`config.mk`:
```
export PLATFORM = sky130hd
export DESIGN_NAME = uint16_matrix_multiply_wrap_top
export DESIGN_NICKNAME = d
export VERILOG_FILES = /design/src/hdl/mmw_pkg.sv /design/src/hdl/mmw_mac.sv /design/src/hdl/uint16_matrix_multiply_wrap_top.sv
export SDC_FILE = /design/constraint.sdc
export NUM_CORES = 2
export LEC_CHECK = 0
export BUFFER_PORTS_ARGS = -buffer_cell sky130_fd_sc_hd__buf_4
export CORE_UTILIZATION = 44
export DETAILED_ROUTE_END_ITERATION = 10
export HOLD_SLACK_MARGIN = 0.08
export PLACE_DENSITY = 0.67
export SLEW_MARGIN = 10
export SYNTH_ARGS = -nofsm -noshare
export SYNTH_HDL_FRONTEND = slang
export SYNTH_SLANG_ARGS = --single-unit
```
`constraint.sdc`:
```
create_clock -name clk_i -period 15.2 [get_ports clk_i]
set_input_delay 1.52 -clock clk_i [delete_from_list [all_inputs] [get_ports clk_i]]
set_output_delay 1.52 -clock clk_i [all_outputs]
set_load 0.03 [all_outputs]
```
`src/hdl/mmw_pkg.sv`:
```
`timescale 1ns / 1ps

package mmw_pkg;

  localparam int unsigned MAX_ROWS    = 16;
  localparam int unsigned MAX_INNER   = 16;
  localparam int unsigned MAX_COLS    = 4096;
  localparam int unsigned STORE_DEPTH = MAX_ROWS * MAX_INNER;

  localparam int unsigned DATA_W     = 16;
  localparam int unsigned DIM_W      = 5;
  localparam int unsigned COLS_W     = 13;
  localparam int unsigned ROW_W      = $clog2(MAX_ROWS);
  localparam int unsigned COL_W      = $clog2(MAX_COLS);
  localparam int unsigned ADDR_W     = $clog2(STORE_DEPTH);
  localparam int unsigned SIZE_W     = ADDR_W + 1;
  localparam int unsigned CFG_IDX_W  = 2;
  localparam int unsigned CFG_DATA_W = 13;

  localparam logic OP_LOAD_A = 1'b0;
  localparam logic OP_LOAD_B = 1'b1;

  localparam logic [CFG_IDX_W-1:0] REG_ROWS  = 2'd0;
  localparam logic [CFG_IDX_W-1:0] REG_INNER = 2'd1;
  localparam logic [CFG_IDX_W-1:0] REG_COLS  = 2'd2;

  typedef enum logic [1:0] {
    ST_IDLE,
    ST_MAC,
    ST_EMIT
  } mmw_state_e;

  typedef struct packed {
    logic              wr_en;
    logic [ADDR_W-1:0] wr_addr;
    logic              rd_en;
    logic [ADDR_W-1:0] rd_addr;
    logic [ROW_W-1:0]  rd_row;
    logic              acc_clear;
    logic [ROW_W-1:0]  acc_sel;
  } mmw_ctrl_t;

  function automatic logic [DIM_W-1:0] clamp_dim(input logic [DIM_W-1:0] v,
                                                 input logic [DIM_W-1:0] maxv);
    logic [DIM_W-1:0] r;
    if (v == '0) begin
      r = DIM_W'(1);
    end else if (v > maxv) begin
      r = maxv;
    end else begin
      r = v;
    end
    return r;
  endfunction

  function automatic logic [COLS_W-1:0] clamp_cols(input logic [COLS_W-1:0] v);
    logic [COLS_W-1:0] r;
    if (v == '0) begin
      r = COLS_W'(1);
    end else if (v > COLS_W'(MAX_COLS)) begin
      r = COLS_W'(MAX_COLS);
    end else begin
      r = v;
    end
    return r;
  endfunction

endpackage

```
`src/hdl/mmw_mac.sv`:
```
`timescale 1ns / 1ps

module mmw_mac (
  input  logic                           clk_i,
  input  logic                           rst_ni,
  input  mmw_pkg::mmw_ctrl_t             ctrl_i,
  input  logic [mmw_pkg::DATA_W-1:0]     wr_data_i,
  input  logic [mmw_pkg::DATA_W-1:0]     mult_i,
  output logic [mmw_pkg::DATA_W-1:0]     acc_o,
  output logic                           pipe_busy_o
);

  logic [mmw_pkg::DATA_W-1:0]   mem [mmw_pkg::STORE_DEPTH];
  logic [mmw_pkg::DATA_W-1:0]   rdata_q;
  logic [mmw_pkg::DATA_W-1:0]   prod_q;
  logic [2*mmw_pkg::DATA_W-1:0] prod_full;
  logic                         s1_v_q;
  logic                         s2_v_q;
  logic [mmw_pkg::ROW_W-1:0]    s1_row_q;
  logic [mmw_pkg::ROW_W-1:0]    s2_row_q;
  logic [mmw_pkg::DATA_W-1:0]   acc_q [mmw_pkg::MAX_ROWS];

  always_ff @(posedge clk_i) begin
    if (ctrl_i.wr_en) begin
      mem[ctrl_i.wr_addr] <= wr_data_i;
    end
    if (ctrl_i.rd_en) begin
      rdata_q <= mem[ctrl_i.rd_addr];
    end
  end

  assign prod_full = rdata_q * mult_i;

  always_ff @(posedge clk_i) begin
    s1_row_q <= ctrl_i.rd_row;
    s2_row_q <= s1_row_q;
    prod_q   <= prod_full[mmw_pkg::DATA_W-1:0];
  end

  always_ff @(posedge clk_i or negedge rst_ni) begin
    if (!rst_ni) begin
      s1_v_q <= 1'b0;
      s2_v_q <= 1'b0;
    end else begin
      s1_v_q <= ctrl_i.rd_en;
      s2_v_q <= s1_v_q;
    end
  end

  always_ff @(posedge clk_i or negedge rst_ni) begin
    if (!rst_ni) begin
      for (int i = 0; i < mmw_pkg::MAX_ROWS; i++) begin
        acc_q[i] <= '0;
      end
    end else if (ctrl_i.acc_clear) begin
      for (int i = 0; i < mmw_pkg::MAX_ROWS; i++) begin
        acc_q[i] <= '0;
      end
    end else if (s2_v_q) begin
      acc_q[s2_row_q] <= acc_q[s2_row_q] + prod_q;
    end
  end

  assign acc_o       = acc_q[ctrl_i.acc_sel];
  assign pipe_busy_o = s1_v_q | s2_v_q;

endmodule

```
`src/hdl/uint16_matrix_multiply_wrap_top.sv`:
```
`timescale 1ns / 1ps

// Unsigned 16-bit matrix multiply modulo 65536. An A item (operation 0) is written to the
// store and busy stays low. A B item (operation 1) runs through one shared multiply-
// accumulate that handles one product row per cycle in a three-stage store read,
// multiply and accumulate pipeline, and busy stays high until that pipeline drains. On the
// last B item of a column the block then emits that product column, one row per cycle,
// with busy held high. Each result is shown for exactly one cycle under out_valid_o
// and cannot be held off, so the receiver must take every row as it comes.

module uint16_matrix_multiply_wrap_top (
  input  logic                               clk_i,
  input  logic                               rst_ni,
  input  logic                               start_i,
  output logic                               busy_o,
  input  logic                               operation_i,
  input  logic [mmw_pkg::DATA_W-1:0]         value_i,
  input  logic                               cfg_we_i,
  input  logic [mmw_pkg::CFG_IDX_W-1:0]      cfg_idx_i,
  input  logic [mmw_pkg::CFG_DATA_W-1:0]     cfg_data_i,
  output logic                               out_valid_o,
  output logic [mmw_pkg::DATA_W-1:0]         product_o,
  output logic [mmw_pkg::ROW_W-1:0]          row_index_o,
  output logic [mmw_pkg::COL_W-1:0]          column_index_o,
  output logic                               column_last_o,
  output logic                               matrix_done_o
);

  mmw_pkg::mmw_state_e state_q, state_d;
  mmw_pkg::mmw_ctrl_t  ctrl;

  logic [mmw_pkg::DIM_W-1:0]  rows_q, inner_q;
  logic [mmw_pkg::COLS_W-1:0] cols_q;
  logic [mmw_pkg::DIM_W-1:0]  nr, ni;
  logic [mmw_pkg::COLS_W-1:0] nc;
  logic [mmw_pkg::SIZE_W-1:0] size;
  logic [mmw_pkg::SIZE_W-1:0] a_ptr_inc;
  logic [mmw_pkg::ADDR_W-1:0] a_ptr_q, a_ptr_eff, a_ptr_nxt;
  logic [mmw_pkg::ROW_W-1:0]  brc_q, brc_eff;
  logic [mmw_pkg::COL_W-1:0]  bcc_q, bcc_eff;
  logic [mmw_pkg::SIZE_W-1:0] base_full;
  logic                       row_last, col_last;
  logic                       accept, accept_a, accept_b;

  logic [mmw_pkg::DATA_W-1:0] v_q;
  logic [mmw_pkg::DIM_W-1:0]  nr_q;
  logic [mmw_pkg::ADDR_W-1:0] base_q;
  logic [mmw_pkg::DIM_W-1:0]  cnt_q, cnt_inc;
  logic                       row_last_q;
  logic [mmw_pkg::COL_W-1:0]  col_q;
  logic                       last_col_q;
  logic                       emit_last;

  logic [mmw_pkg::DATA_W-1:0] acc;
  logic                       pipe_busy;

  logic                       out_valid_q;
  logic [mmw_pkg::DATA_W-1:0] product_q;
  logic [mmw_pkg::ROW_W-1:0]  row_q;
  logic [mmw_pkg::COL_W-1:0]  out_col_q;
  logic                       column_last_q;
  logic                       matrix_done_q;

  assign nr   = mmw_pkg::clamp_dim(rows_q, mmw_pkg::DIM_W'(mmw_pkg::MAX_ROWS));
  assign ni   = mmw_pkg::clamp_dim(inner_q, mmw_pkg::DIM_W'(mmw_pkg::MAX_INNER));
  assign nc   = mmw_pkg::clamp_cols(cols_q);
  assign size = mmw_pkg::SIZE_W'(nr) * mmw_pkg::SIZE_W'(ni);

  assign a_ptr_eff = ({1'b0, a_ptr_q} >= size) ? '0 : a_ptr_q;
  assign a_ptr_inc = {1'b0, a_ptr_eff} + mmw_pkg::SIZE_W'(1);
  assign a_ptr_nxt = (a_ptr_inc >= size) ? '0 : a_ptr_inc[mmw_pkg::ADDR_W-1:0];

  assign brc_eff   = (mmw_pkg::DIM_W'(brc_q) >= ni) ? '0 : brc_q;
  assign bcc_eff   = (mmw_pkg::COLS_W'(bcc_q) >= nc) ? '0 : bcc_q;
  assign row_last  = (mmw_pkg::DIM_W'(brc_eff) + mmw_pkg::DIM_W'(1)) == ni;
  assign col_last  = (mmw_pkg::COLS_W'(bcc_eff) + mmw_pkg::COLS_W'(1)) >= nc;
  assign base_full = mmw_pkg::SIZE_W'(brc_eff) * mmw_pkg::SIZE_W'(nr);

  assign accept   = start_i && (state_q == mmw_pkg::ST_IDLE);
  assign accept_a = accept && (operation_i == mmw_pkg::OP_LOAD_A);
  assign accept_b = accept && (operation_i == mmw_pkg::OP_LOAD_B);

  assign cnt_inc   = cnt_q + mmw_pkg::DIM_W'(1);
  assign emit_last = (cnt_inc == nr_q);

  always_comb begin
    state_d = state_q;
    case (state_q)
      mmw_pkg::ST_IDLE: begin
        if (accept_b) begin
          state_d = mmw_pkg::ST_MAC;
        end
      end
      mmw_pkg::ST_MAC: begin
        if ((cnt_q == nr_q) && !pipe_busy) begin
          state_d = row_last_q ? mmw_pkg::ST_EMIT : mmw_pkg::ST_IDLE;
        end
      end
      mmw_pkg::ST_EMIT: begin
        if (emit_last) begin
          state_d = mmw_pkg::ST_IDLE;
        end
      end
      default: state_d = mmw_pkg::ST_IDLE;
    endcase
  end

  always_comb begin
    busy_o         = 1'b1;
    ctrl.wr_en     = accept_a;
    ctrl.wr_addr   = a_ptr_eff;
    ctrl.rd_en     = 1'b0;
    ctrl.rd_addr   = base_q + mmw_pkg::ADDR_W'(cnt_q[mmw_pkg::ROW_W-1:0]);
    ctrl.rd_row    = cnt_q[mmw_pkg::ROW_W-1:0];
    ctrl.acc_clear = accept_a;
    ctrl.acc_sel   = cnt_q[mmw_pkg::ROW_W-1:0];
    case (state_q)
      mmw_pkg::ST_IDLE: begin
        busy_o = 1'b0;
      end
      mmw_pkg::ST_MAC: begin
        ctrl.rd_en = (cnt_q != nr_q);
      end
      mmw_pkg::ST_EMIT: begin
        ctrl.acc_clear = emit_last;
      end
      default: begin
        busy_o = 1'b1;
      end
    endcase
  end

  mmw_mac u_mac (
    .clk_i       (clk_i),
    .rst_ni      (rst_ni),
    .ctrl_i      (ctrl),
    .wr_data_i   (value_i),
    .mult_i      (v_q),
    .acc_o       (acc),
    .pipe_busy_o (pipe_busy)
  );

  always_ff @(posedge clk_i or negedge rst_ni) begin
    if (!rst_ni) begin
      rows_q  <= mmw_pkg::DIM_W'(1);
      inner_q <= mmw_pkg::DIM_W'(1);
      cols_q  <= mmw_pkg::COLS_W'(1);
    end else if (cfg_we_i) begin
      case (cfg_idx_i)
        mmw_pkg::REG_ROWS:  rows_q  <= cfg_data_i[mmw_pkg::DIM_W-1:0];
        mmw_pkg::REG_INNER: inner_q <= cfg_data_i[mmw_pkg::DIM_W-1:0];
        mmw_pkg::REG_COLS:  cols_q  <= cfg_data_i[mmw_pkg::COLS_W-1:0];
        default: begin
        end
      endcase
    end
  end

  always_ff @(posedge clk_i or negedge rst_ni) begin
    if (!rst_ni) begin
      state_q     <= mmw_pkg::ST_IDLE;
      a_ptr_q     <= '0;
      brc_q       <= '0;
      bcc_q       <= '0;
      cnt_q       <= '0;
      nr_q        <= mmw_pkg::DIM_W'(1);
      row_last_q  <= 1'b0;
      last_col_q  <= 1'b0;
      out_valid_q <= 1'b0;
    end else begin
      state_q     <= state_d;
      out_valid_q <= (state_q == mmw_pkg::ST_EMIT);
      if (accept_a) begin
        a_ptr_q <= a_ptr_nxt;
        brc_q   <= '0;
        bcc_q   <= '0;
      end else if (accept_b) begin
        nr_q       <= nr;
        row_last_q <= row_last;
        last_col_q <= col_last;
        cnt_q      <= '0;
        if (row_last) begin
          brc_q <= '0;
          bcc_q <= col_last ? '0 : bcc_eff + mmw_pkg::COL_W'(1);
        end else begin
          brc_q <= brc_eff + mmw_pkg::ROW_W'(1);
          bcc_q <= bcc_eff;
        end
      end else if (state_q == mmw_pkg::ST_MAC) begin
        if (cnt_q != nr_q) begin
          cnt_q <= cnt_inc;
        end else if (!pipe_busy) begin
          cnt_q <= '0;
        end
      end else if (state_q == mmw_pkg::ST_EMIT) begin
        cnt_q <= cnt_inc;
      end
    end
  end

  always_ff @(posedge clk_i) begin
    if (accept_b) begin
      v_q    <= value_i;
      base_q <= base_full[mmw_pkg::ADDR_W-1:0];
      col_q  <= bcc_eff;
    end
    product_q     <= acc;
    row_q         <= cnt_q[mmw_pkg::ROW_W-1:0];
    out_col_q     <= col_q;
    column_last_q <= emit_last;
    matrix_done_q <= emit_last && last_col_q;
  end

  assign out_valid_o    = out_valid_q;
  assign product_o      = product_q;
  assign row_index_o    = row_q;
  assign column_index_o = out_col_q;
  assign column_last_o  = column_last_q;
  assign matrix_done_o  = matrix_done_q;

endmodule

```
==> out/qor.csv <==
stage;metric;value;unit
setup_path;cp-start-kind;flip-flop;
detailed_routing;vias;89300;
setup_path;reg2reg_to;a_ptr_q[7];
placement;io_buffers;71;
setup_path;cp_common_cell;ha_1;
yosys;synth_cell_type_count;69;
clock_tree;clockBufferDepth;4;
pwr;p_per_area;212;mW/mm2
floorplan;core;0.413;mm2
setup_path;cp_max_fo;17;
yosys;yosys_most_used_dff;edfxtp_1;
clock_tree;cts_tree;built;
setup_path;cp_slowest_stage_delay;0.60;ns
detailed_routing;drt-total-wl;458;mm
placement;dpl.hpwl;275;mm
finish;fill_cells;32100;
yosys;ys_seq_area_share;73.2;%
clock_tree;clock_latency;1.02;ns
global_routing;grt_max_degree;158;
sta;period_needed;7.86;ns
sta;post-route-period-util;51.7;%
hold_path;hold_path_end;u_mac.s2_row_q[1];
yosys;yosysTopAreaCell;edfxtp_1;
detailed_routing;drtIter0Drc;11300;
yosys;syn_area;0.183;mm2
setup_path;arrival;8.76;ns
yosys;ys_top_cells_by_area;edfxtp_1, mux4_2, dfrtp_1;
floorplan;die_width;646;um
yosys;synth_cells;8369;
finish;drive_above_1_share;29.4;%
detailed_routing;antenna_left;0;
floorplan;die_area;0.418;mm2
floorplan;start_util;44.2;%
clock_tree;path_clk_slew;0.06;ns
global_routing;grt.overflow.total;0;
setup_path;crit_family;adder cells;
placement;place_congestion;0.849;
yosys;syn_area_per_cell;21.8;um2
pwr;p_total;0.0437;W
finish;multi_input_area;0.0466;mm2
global_routing;antenna_found_initial;20;
setup_path;worstRegToRegCells;26;
clock_tree;cts_resized;0;
global_routing;grt_pass1_vias;89700;
outcome;status;completed;
clock_tree;cts_buffers;451;
yosys;yosys_warnings;0;
sta;fin_setup_tns;0;ns
hold_path;hp-start;u_mac.s1_row_q[1];
floorplan;die_h;646;um
yosys;synth-edff-count;4148;
detailed_routing;drc_errors;0;
detailed_routing;wl_per_cell;31.3;um
sta;relSlewSlack;8.66;%
setup_path;required;16.11;ns
sta;hold_viol;0;
sta;setup_viol;0;
clock_tree;cts-htree-levels;5;
hold_path;whs_path_depth;0;
pwr;vdd_ir_drop_max;0.717;mV
detailed_routing;vias_per_cell;6.10;
sta;rsz0062_at_grt;false;
job;max-cap-violations;0;
clock_tree;cts.sinks;4522;
setup_path;cp-end-kind;flip-flop;
detailed_routing;drt_pass1_iterations;6;
yosys;syn-num-nets;8644;
finish;area.sequential;0.134;mm2
floorplan;fp-row-count;236;
clock_tree;ctsHoldBuffers;0;
setup_path;critPathLaunch;inner_q[4];
yosys;ys_ff_latch;4522;
global_routing;grt_use_total;21.8;%
clock_tree;postCtsSetupBuffers;0;
sta;skew;0.0750;ns
pwr;leakage;67.4;nW
placement;dp.cells;13800;
clock_tree;cts_root_buffer;clkbuf_16;
setup_path;critical_path_class;flip-flop to flip-flop;
setup_path;r2r-start;inner_q[4];
finish;layout_commonest_cell;edfxtp_1;
setup_path;cp_num_buf_inv;2;
finish;syn_to_final_growth;12.9;%
sta;fmax;127;MHz
finish;stdcell_count;14600;
sta;worst_pin_slew;1.37;ns
finish;final_cell_mix;edfxtp_1, mux4_2, clkbuf_16;
setup_path;crit_slowest_cell;fa_1;
yosys;synthDominantCellAreaShare;68.2;%
yosys;async_flop_share;7.08;%
floorplan;ios;72;
hold_path;holdCritPathClass;flip-flop to flip-flop;
finish;nets;9067;
global_routing;grt_pass1_wl;659;mm
sta;slew_violations;0;
setup_path;ff2ff_setup_slack;7.34;ns
[worst register-to-register path, stage by stage, from the launching register on]
cell and delay (ns):
dfrtp_1 0.54, nand2b_1 0.34, nand2b_1 0.23, fa_1 0.60, fa_1 0.44, fa_1 0.51, inv_1 0.05, ha_1 0.33
a21oi_1 0.19, xor2_1 0.24, ha_1 0.27, or2_2 0.31, a31o_2 0.27, o211a_1 0.13, o21ai_1 0.53, nand2_1 0.20
ha_1 0.32, inv_1 0.06, ha_1 0.28, a2111oi_0 0.45, o21ai_0 0.21, nor2_1 0.16, nor3_1 0.06, a21oi_1 0.19
a311oi_1 0.19, nor3_2 0.47, a22o_1 0.21
[Yosys cell counts (all sizes together) (4+ instances only)]
library cell	instances
mux4	1488
nand3b	4
o21bai	9
dfrtp	316
xor2	27
a21oi	49
nor2	362
nor3b	5
edfxtp	4148
nand3	37
dfstp	4
buf	214
nor4	4
and2	62
dfxtp	54
ha	143
or3	4
nor3	21
clkbuf	260
fa	96
mux2i	102
or2	4
xnor2	72
nand4	12
nor2b	18
mux2	22
a211oi	8
a21o	18
o21a	14
o211ai	6
a31oi	8
nand2	217
nand2b	17
and3	22
inv	170
a22o	235
o21ai	77
[cells by family after synthesis]
| logic type | synth area share (%) |
|---|---|
| AND/OR/NAND/NOR | 1.91 |
| buffers and inverters | 1.47 |
| multiplexers | 19.0 |
| adder cells (fa/ha/maj) | 2.03 |
| AO/OA/AOI/OAI | 1.89 |
| XOR/XNOR | 0.479 |
| flip-flops | 73.2 |
[flip-flops by register name, summed over array words and instances (netlist names), 2 cells and up]
signal / cells
cols_q: 13
col_q: 12
base_q: 8
v_q: 16
bcc_q: 12
u_mac.s2_row_q: 4
state_q: 2
column_index_o: 12
a_ptr_q: 8
inner_q: 5
u_mac.s1_row_q: 4
rows_q: 5
product_o: 16
nr_q: 5
u_mac.acc_q: 256
u_mac.mem: 4096
cnt_q: 5
u_mac.rdata_q: 16
brc_q: 4
u_mac.prod_q: 16
[metrics by stage]
stage                     worst slack [ns]  hold WS (ns)  util (%)  instance area [um2]
after floorplan                       8.50         0.323         -               183000
after global placement                7.34         0.337      46.3               191000
after detailed placement              7.50         0.336      46.3               191000
after CTS                             7.42         0.348      49.9               206000
after global routing                  6.89         0.362      49.9               206000
final                                 7.34         0.347      49.9               206000
[cell type report]
cell class                 instances  share of cell area (%)
sequential                      4522                    64.8
multi-input combinational       3202                    22.6
clock buffer                     552                    5.75
tap                             5474                    3.32
timing repair buffer             444                    1.76
clock inverter                   278                    1.39
inverter                         171                   0.311
antenna                            3                 0.00364
[worst max path at each step]
stage                       to  slack [ns]  cells after the start
floorplan           a_ptr_q[7]        8.50                     26
global placement    a_ptr_q[0]        7.34                     26
detailed placement  a_ptr_q[2]        7.50                     26
CTS                 a_ptr_q[7]        7.42                     26
global route        a_ptr_q[7]        6.89                     26
finish              a_ptr_q[7]        7.34                     26
[per-layer routing]
metal / track usage (%) / vias up / share of wire [%]
li1: - / 35800 / -
met1: 31.0 / 48300 / 40
met2: 34.5 / 4509 / 48
met3: 3.96 / 699 / 9.2
met4: 7.02 / 6 / 3.4
met5: 0 / - / 0.0061
[report_power, final]
group	internal [W]	switching (W)	leakage, nW
Clock	0.00634	0.00474	7.21
Combinational	0.00808	0.0100	18.1
Sequential	0.0140	0.000461	42.0
(Power assumes the default switching activity.)
